[config.mk]
export PLATFORM = sky130hd
export DESIGN_NAME = voice_allocator_with_velocity_curve_unit
export DESIGN_NICKNAME = d
export VERILOG_FILES = /design/src/sv/vak_pkg.sv /design/src/sv/vak_ram.sv /design/src/sv/vak_ring.sv /design/src/sv/voice_allocator_with_velocity_curve_unit.sv
export SDC_FILE = /design/constraint.sdc
export NUM_CORES = 1
export LEC_CHECK = 0
export BUFFER_PORTS_ARGS = -buffer_cell sky130_fd_sc_hd__buf_2
export CAP_MARGIN = 20
export CORE_MARGIN = 5
export CORE_UTILIZATION = 60
export CTS_CLUSTER_DIAMETER = 60
export DETAILED_ROUTE_END_ITERATION = 8
export PLACE_DENSITY_LB_ADDON = 0.12
export SYNTH_ARGS = -nofsm -noshare
export SYNTH_HDL_FRONTEND = slang
export SYNTH_SLANG_ARGS = --single-unit
[constraint.sdc]
create_clock -name clk -period 12.12 [get_ports clk]
set_clock_uncertainty 0.1 [all_clocks]
set_input_delay 1.818 -clock clk [delete_from_list [all_inputs] [get_ports clk]]
set_output_delay 1.818 -clock clk [all_outputs]
set_load 0.01 [all_outputs]
[src/sv/vak_pkg.sv]
package vak_pkg;

  // Default sizes, handed to the top level parameters
  localparam int VOICE_COUNT_DEF = 8;
  localparam int KEY_COUNT_DEF   = 128;

  // Fixed field widths
  localparam int TIME_W  = 32;
  localparam int KEY_W   = 7;
  localparam int VEL_W   = 7;
  localparam int VIDX_W  = 3;

  // Velocity curve breakpoints and offsets
  localparam logic [TIME_W-1:0] CURVE_T0 = 32'd20;
  localparam logic [TIME_W-1:0] CURVE_T1 = 32'd160;
  localparam logic [TIME_W-1:0] CURVE_T2 = 32'd768;
  localparam logic [TIME_W-1:0] CURVE_T3 = 32'd3050;
  localparam logic [7:0]        VEL_MAX  = 8'd127;
  localparam logic [7:0]        VEL_OFS1 = 8'd137;
  localparam logic [7:0]        VEL_OFS2 = 8'd67;
  localparam logic [7:0]        VEL_OFS3 = 8'd25;
  localparam logic [7:0]        VEL_MIN  = 8'd1;

  // Event kind
  typedef enum logic [0:0] {
    REQ_DOWN = 1'b0,
    REQ_UP   = 1'b1
  } req_t;

  // Envelope command
  typedef enum logic [0:0] {
    ENV_START   = 1'b0,
    ENV_RELEASE = 1'b1
  } env_cmd_t;

  // Control from the event stage to the voice ring
  typedef struct packed {
    logic fire;
    req_t req;
  } ring_ctl_t;

  // Piecewise velocity curve: 127 for fast strikes down to 1 for slow ones
  function automatic logic [VEL_W-1:0] vak_curve(input logic [TIME_W-1:0] t);
    logic [7:0] r;
    if (t < CURVE_T0) begin
      r = VEL_MAX;
    end else if (t < CURVE_T1) begin
      r = VEL_OFS1 - {1'b0, t[7:1]};
    end else if (t < CURVE_T2) begin
      r = VEL_OFS2 - {2'b00, t[9:4]};
    end else if (t < CURVE_T3) begin
      r = VEL_OFS3 - {3'b000, t[11:7]};
    end else begin
      r = VEL_MIN;
    end
    return r[VEL_W-1:0];
  endfunction

endpackage

[src/sv/vak_ram.sv]
module vak_ram #(
  parameter int WIDTH = 8,
  parameter int DEPTH = 16
) (
  input  logic                                  clk,
  input  logic                                  we,
  input  logic [((DEPTH > 1) ? $clog2(DEPTH) : 1)-1:0] waddr,
  input  logic [WIDTH-1:0]                      wdata,
  input  logic [((DEPTH > 1) ? $clog2(DEPTH) : 1)-1:0] raddr,
  output logic [WIDTH-1:0]                      rdata
);

  logic [WIDTH-1:0] mem [DEPTH];

  // One write port, one registered read port
  always_ff @(posedge clk) begin
    if (we) begin
      mem[waddr] <= wdata;
    end
    rdata <= mem[raddr];
  end

endmodule

[src/sv/vak_ring.sv]
module vak_ring #(
  parameter int VOICE_COUNT = vak_pkg::VOICE_COUNT_DEF
) (
  input  logic                           clk,
  input  logic                           rst,
  input  vak_pkg::ring_ctl_t             ctl,
  input  logic [$clog2(VOICE_COUNT)-1:0] key_voice,
  output logic [$clog2(VOICE_COUNT)-1:0] voice
);
  import vak_pkg::*;

  localparam int VW = $clog2(VOICE_COUNT);

  logic [VOICE_COUNT-1:0] voice_on, voice_on_next;
  logic [VW-1:0]          link [VOICE_COUNT];
  logic [VW-1:0]          link_next [VOICE_COUNT];
  logic [VW-1:0]          oldest, oldest_next;
  logic [VW-1:0]          youngest, youngest_next;
  logic                   steal;

  // Pick the voice and update the age ring
  always_comb begin
    voice         = (ctl.req == REQ_UP) ? key_voice : oldest;
    steal         = (ctl.req == REQ_DOWN) && voice_on[voice];
    voice_on_next = voice_on;
    link_next     = link;
    oldest_next   = oldest;
    youngest_next = youngest;
    if (ctl.fire) begin
      // released or stolen voice becomes the youngest
      if (ctl.req == REQ_UP || steal) begin
        link_next[youngest] = voice;
        youngest_next       = voice;
      end
      if (ctl.req == REQ_UP) begin
        voice_on_next[voice] = 1'b0;
      end else begin
        voice_on_next[voice] = 1'b1;
        // follow the link as just written (self link when stealing the youngest)
        oldest_next = (steal && youngest == voice) ? voice : link[voice];
      end
    end
  end

  always_ff @(posedge clk) begin
    if (rst) begin
      voice_on <= '0;
      for (int i = 0; i < VOICE_COUNT; i++) begin
        link[i] <= VW'((i + 1) % VOICE_COUNT);
      end
      oldest   <= '0;
      youngest <= VW'(VOICE_COUNT - 1);
    end else begin
      voice_on <= voice_on_next;
      link     <= link_next;
      oldest   <= oldest_next;
      youngest <= youngest_next;
    end
  end

endmodule

[src/sv/voice_allocator_with_velocity_curve_unit.sv]
// Voice allocator with velocity curve.
// Command channel: an event (req_type, switch_time, key_number) transfers at a
// rising edge with start high and busy low. Key-down starts the oldest voice
// (stealing it if on); key-up releases the voice recorded for the key.
// Result channel: done is high for exactly one cycle with env_command,
// voice_index, key_out and velocity; that cycle's closing edge is the transfer.
// The receiver cannot stall; results are never held.
// Path: a transferred event is registered in the event stage, and its result
// in the result register. Throughput: one event every cycle while busy is low;
// the key-to-voice table read is the registered table memory read, so one
// pipeline stage sits ahead of the ring update, forwarding same-key writes.
// Events with a key at or beyond KEY_COUNT change nothing and give no result.
// Reset (rst, synchronous): voices off, ring in index order, all keys map to
// voice 0; busy is high during reset and in the cycle after it.
module voice_allocator_with_velocity_curve_unit #(
  parameter int VOICE_COUNT = vak_pkg::VOICE_COUNT_DEF,
  parameter int KEY_COUNT   = vak_pkg::KEY_COUNT_DEF
) (
  input  logic                          clk,
  input  logic                          rst,
  input  logic                          start,
  output logic                          busy,
  input  logic                          req_type,
  input  logic [vak_pkg::TIME_W-1:0]    switch_time,
  input  logic [vak_pkg::KEY_W-1:0]     key_number,
  output logic                          done,
  output logic                          env_command,
  output logic [vak_pkg::VIDX_W-1:0]    voice_index,
  output logic [vak_pkg::KEY_W-1:0]     key_out,
  output logic [vak_pkg::VEL_W-1:0]     velocity
);
  import vak_pkg::*;

  localparam int VW = $clog2(VOICE_COUNT);
  localparam int KW = (KEY_COUNT > 1) ? $clog2(KEY_COUNT) : 1;

  logic              accept;
  logic              key_in_range;
  logic [KW-1:0]     key_idx_in;
  logic              s1_valid;
  req_t              s1_req;
  logic [TIME_W-1:0] s1_time;
  logic [KEY_W-1:0]  s1_key;
  logic [KW-1:0]     s1_key_idx;
  logic              fwd_hit;
  logic [VW-1:0]     fwd_voice;
  logic [KEY_COUNT-1:0] key_valid;
  logic [VW-1:0]     ram_rdata;
  logic [VW-1:0]     key_voice;
  logic [VW-1:0]     voice;
  logic              kv_we;
  ring_ctl_t         ctl;

  // Hold off commands through reset and the cycle after it
  always_ff @(posedge clk) begin
    if (rst) begin
      busy <= 1'b1;
    end else begin
      busy <= 1'b0;
    end
  end

  assign accept       = start && !busy;
  assign key_in_range = 32'(key_number) < KEY_COUNT;
  assign key_idx_in   = KW'(key_number);
  assign s1_key_idx   = KW'(s1_key);

  // Event stage
  always_ff @(posedge clk) begin
    if (rst) begin
      s1_valid <= 1'b0;
      fwd_hit  <= 1'b0;
    end else begin
      s1_valid <= accept && key_in_range;
      fwd_hit  <= kv_we && (key_idx_in == s1_key_idx);
    end
    s1_req    <= req_t'(req_type);
    s1_time   <= switch_time;
    s1_key    <= key_number;
    fwd_voice <= voice;
  end

  // Key to voice table, read at transfer time
  vak_ram #(
    .WIDTH (VW),
    .DEPTH (KEY_COUNT)
  ) u_key_ram (
    .clk   (clk),
    .we    (kv_we),
    .waddr (s1_key_idx),
    .wdata (voice),
    .raddr (key_idx_in),
    .rdata (ram_rdata)
  );

  // Unwritten keys read as voice 0; newest write wins
  always_comb begin
    if (fwd_hit) begin
      key_voice = fwd_voice;
    end else if (key_valid[s1_key_idx]) begin
      key_voice = ram_rdata;
    end else begin
      key_voice = '0;
    end
  end

  assign ctl.fire = s1_valid;
  assign ctl.req  = s1_req;
  assign kv_we    = s1_valid && (s1_req == REQ_DOWN);

  vak_ring #(
    .VOICE_COUNT (VOICE_COUNT)
  ) u_ring (
    .clk       (clk),
    .rst       (rst),
    .ctl       (ctl),
    .key_voice (key_voice),
    .voice     (voice)
  );

  // Written-key flags
  always_ff @(posedge clk) begin
    if (rst) begin
      key_valid <= '0;
    end else if (kv_we) begin
      key_valid[s1_key_idx] <= 1'b1;
    end
  end

  // Result register
  always_ff @(posedge clk) begin
    if (rst) begin
      done <= 1'b0;
    end else begin
      done <= s1_valid;
    end
    env_command <= (s1_req == REQ_UP) ? 1'(ENV_RELEASE) : 1'(ENV_START);
    voice_index <= VIDX_W'(voice);
    key_out     <= (s1_req == REQ_UP) ? '0 : s1_key;
    velocity    <= vak_curve(s1_time);
  end

`ifndef SYNTHESIS
  a_done_follows_event: assert property (@(posedge clk) disable iff (rst)
    done |-> $past(s1_valid))
    else $error("result without an event");

  a_release_no_key: assert property (@(posedge clk) disable iff (rst)
    (done && env_command == 1'(ENV_RELEASE)) |-> key_out == '0)
    else $error("release carries a key");

  a_velocity_nonzero: assert property (@(posedge clk) disable iff (rst)
    done |-> velocity != '0)
    else $error("velocity out of range");

  a_fwd_only_with_event: assert property (@(posedge clk) disable iff (rst)
    fwd_hit |-> $past(kv_we))
    else $error("forward without table write");
`endif

endmodule

==> impl_metrics.yaml <==
setup_path:
  startpoint_type: "flip-flop"
  end_kind: "flip-flop"
  crit_required_ns: 12.54
  cpPeakStageDelay_ns: 0.76
  slowest_stage: "buf_4"
  critPathMostFrequentCell: "buf_4"
  cp_data_arrival_time_ns: 6.52
  cp_cell_sequence: "buf_4, and2_1, a221oi_1, o21ai_0, nand3_1, o31a_1, a211o_2, a21o_1, clkinv_2, buf_4, nand2_1, nor3_1, nor2_1, a211oi_1"
  worst-path-max-fanout: 79
  critPathKind: "reg -> reg"
job:
  max_cap_viol_count: 0
floorplanning:
  start_util_pct: 60.49
  core_sq_um: 39550
  ios: 63
  core.rowCount: 73
  dieArea_sq_um: 43970
  die_w_microns: 209.7
  die_h_microns: 209.7
yosys:
  syn_nets: 1576
  synth_area_leaders: "edfxtp_1 (48%), dfxtp_1 (19%), mux4_2 (12%)"
  yosysMostFrequentCell: "edfxtp_1"
  synth_area_sq_um: 23920
  synthCells: 1525
  netlist.area_leader.share_pct: 48.20
  ys.flop_type: "edfxtp_1"
  synth_seq_cells: 614
  synth_seq_area_share_pct: 67.44
  yosys_warnings: 0
  async_flop_share_pct: 0
  synth_area_per_cell_sq_um: 15.69
  synthTopCellsByCount: "edfxtp_1 (384), dfxtp_1 (230), nor2_1 (178)"
  synth_top_area_cell: "edfxtp_1"
  synth-edff-count: 384
  synth_cell_types: 70
clock_network:
  cts_setup_buffers: 0
  cts_hold_buf: 0
  cts_max_level: 2
  cts_resized: 0
  cts_tree: "built"
  root_buffer: "clkbuf_16"
  clkSinkCount: 614
  clkTransAtPathRegs_ns: 0.06
  cts_buffers: 60
  clkLatencyLatePin_ns: 0.62
  clock_path_buffers: 3
drt:
  ant_nets: 0
  vias_per_cell: 6.310
  remaining_drc_errors: 0
  avgRoutedWirePerCell_microns: 24.97
  via_count: 13540
  drt_first_pass_iters: 5
  drtIter0Drc: 1395
  totalWireLength_microns: 53560
timing:
  tightest_slew_ns: 1.163
  setup_tns_ns: 0
  hold-worst-slack_ns: 0.3365
  final.period_utilization_pct: 50.38
  grt_setup_unrepaired: "false"
  hold_viol_final: 0
  finalMaxSlewViolations: 0
  finalCriticalPeriod_ns: 6.106
  relSlewSlack_pct: 22.30
  finalSetupViolCount: 0
  fmax_ghz: 0.1638
grt:
  antenna_found_initial: 2
  grtUsageTotal_pct: 24.59
  grt_max_degree: 93
  globalRouteMet3Util_pct: 4.709
  grt_pass1_wl_microns: 82320
  grt_remaining_overflow: 0
  use_met1_pct: 35.40
  grt_pass1_vias: 13540
  busiest_layer: "met2"
  use_met2_pct: 38.71
power:
  pwr-share-seq_pct: 51.5
  p_comb_share_pct: 5.1
  p_switching_uw: 929.8
  vdd_drop_max_mv: 0.1245
  switching_share_pct: 21.15
  leakage_nw: 9.103
  p_clk_share_pct: 43.4
  cellPowerDensity_nw_per_um2: 164.7
  internal_power_mw: 3.466
finish:
  drive_above_1_share_pct: 20.80
  final_cell_area_sq_um: 26690
  antenna_cells: 0
  final_nets: 1619
  area_growth_pct: 11.55
placed_design:
  globalplace.congestion: 0.8330
  port_buffers: 61
  post_dp_cell_area_sq_um: 24570
  place_hpwl_microns: 33570
hold_path:
  min_path_type: "reg -> reg"
status:
  status: "finished clean"
## cells by family after synthesis
group,after synthesis,share of synthesized area [%]
muxes,200,15.34
buffers and inverters,119,2.191
AOI/OAI and AO/OA,249,7.949
xor gates and xnor gates,17,0.6223
DFF,614,67.44
and+or+nand+nor,318,6.035
adders and majority gates,8,0.4184
## critical path, delay by kind of cell (launching register included)
family | cells | cell delay (ns)
DFF | 1 | 0.68
AOI/OAI and AO/OA | 6 | 1.86
and+or+nand+nor | 5 | 1.54
buffers and inverters | 3 | 1.77
## cells in the final DEF (no fill, tap or decap), types with 6 or more instances in the layout
cell type,instances
clkbuf_1,15
o21a_1,130
nor2b_1,16
clkbuf_8,12
nand2_1,51
o211ai_1,6
xnor2_1,13
o21ai_0,17
a221oi_1,35
inv_1,17
edfxtp_1,384
nor2_1,178
mux2i_1,58
a21oi_1,9
dfxtp_1,228
buf_2,59
buf_4,15
nand3_1,15
nor4_1,6
mux4_2,131
o22ai_1,9
nor3_1,12
mux2_2,10
clkbuf_16,63
a22oi_1,6
nand4_1,7
ha_1,8
clkinv_2,13
## power groups by stage
stage               logic, mW  registers [mW]  clock network (mW)
floorplan               0.157            2.30                   0
global placement        0.218            2.31                   0
detailed placement      0.224            2.31                   0
CTS                     0.224            2.26                1.93
global route            0.242            2.26                2.03
finish                  0.226            2.26                1.91
## sequential cells by signal (all words and copies together) (netlist names), 3 cells and up, named ones only
name,cells
u_key_ram.mem,384
key_valid,128
s1_time,31
u_ring.link,24
key_out,7
s1_key,7
velocity,7
u_key_ram.rdata,3
u_ring.oldest,3
u_ring.youngest,3
voice_index,3
## per-layer routing
| metal | wire length (microns) | vias to the layer above |
|---|---|---|
| li1 | - | 5997 |
| met1 | 22260 | 6900 |
| met2 | 25510 | 534 |
| met3 | 4264 | 103 |
| met4 | 1503 | 2 |
| met5 | 13 | - |
## stage by stage
step	setup slack (ns)	power [mW]	cells	util (%)
2_1_floorplan	6.677	2.460	1525	-
3_3_place_gp	6.370	2.525	2029	62.13
3_5_place_dp	6.089	2.531	2029	62.13
4_1_cts	6.093	4.421	2143	67.34
5_1_grt	5.788	4.536	2145	67.48
6_report	6.014	4.396	2145	67.48
## worst paths after layout
check,startpoint,endpoint,slack [ns],cells after the start
setup reg to reg,s1_key[0]$_DFF_P_,flip-flop,6.01,14
setup / recovery,s1_key[0]$_DFF_P_,flip-flop,6.01,14
hold / removal,busy$_DFF_P_,s1_valid$_SDFF_PP0_,0.34,1
hold reg to reg,busy$_DFF_P_,s1_valid$_SDFF_PP0_,0.34,1
## final cells by class
cell class,count,area [sq um]
tap,525,656.9
inverter,23,95.09
fill,2713,12860
clock buffer,92,1813
sequential,614,16140
multi-input combinational,792,7266
clock inverter,22,245.2
timing repair buffer,77,474.2
Note: power is estimated with default switching activity, not from simulation.
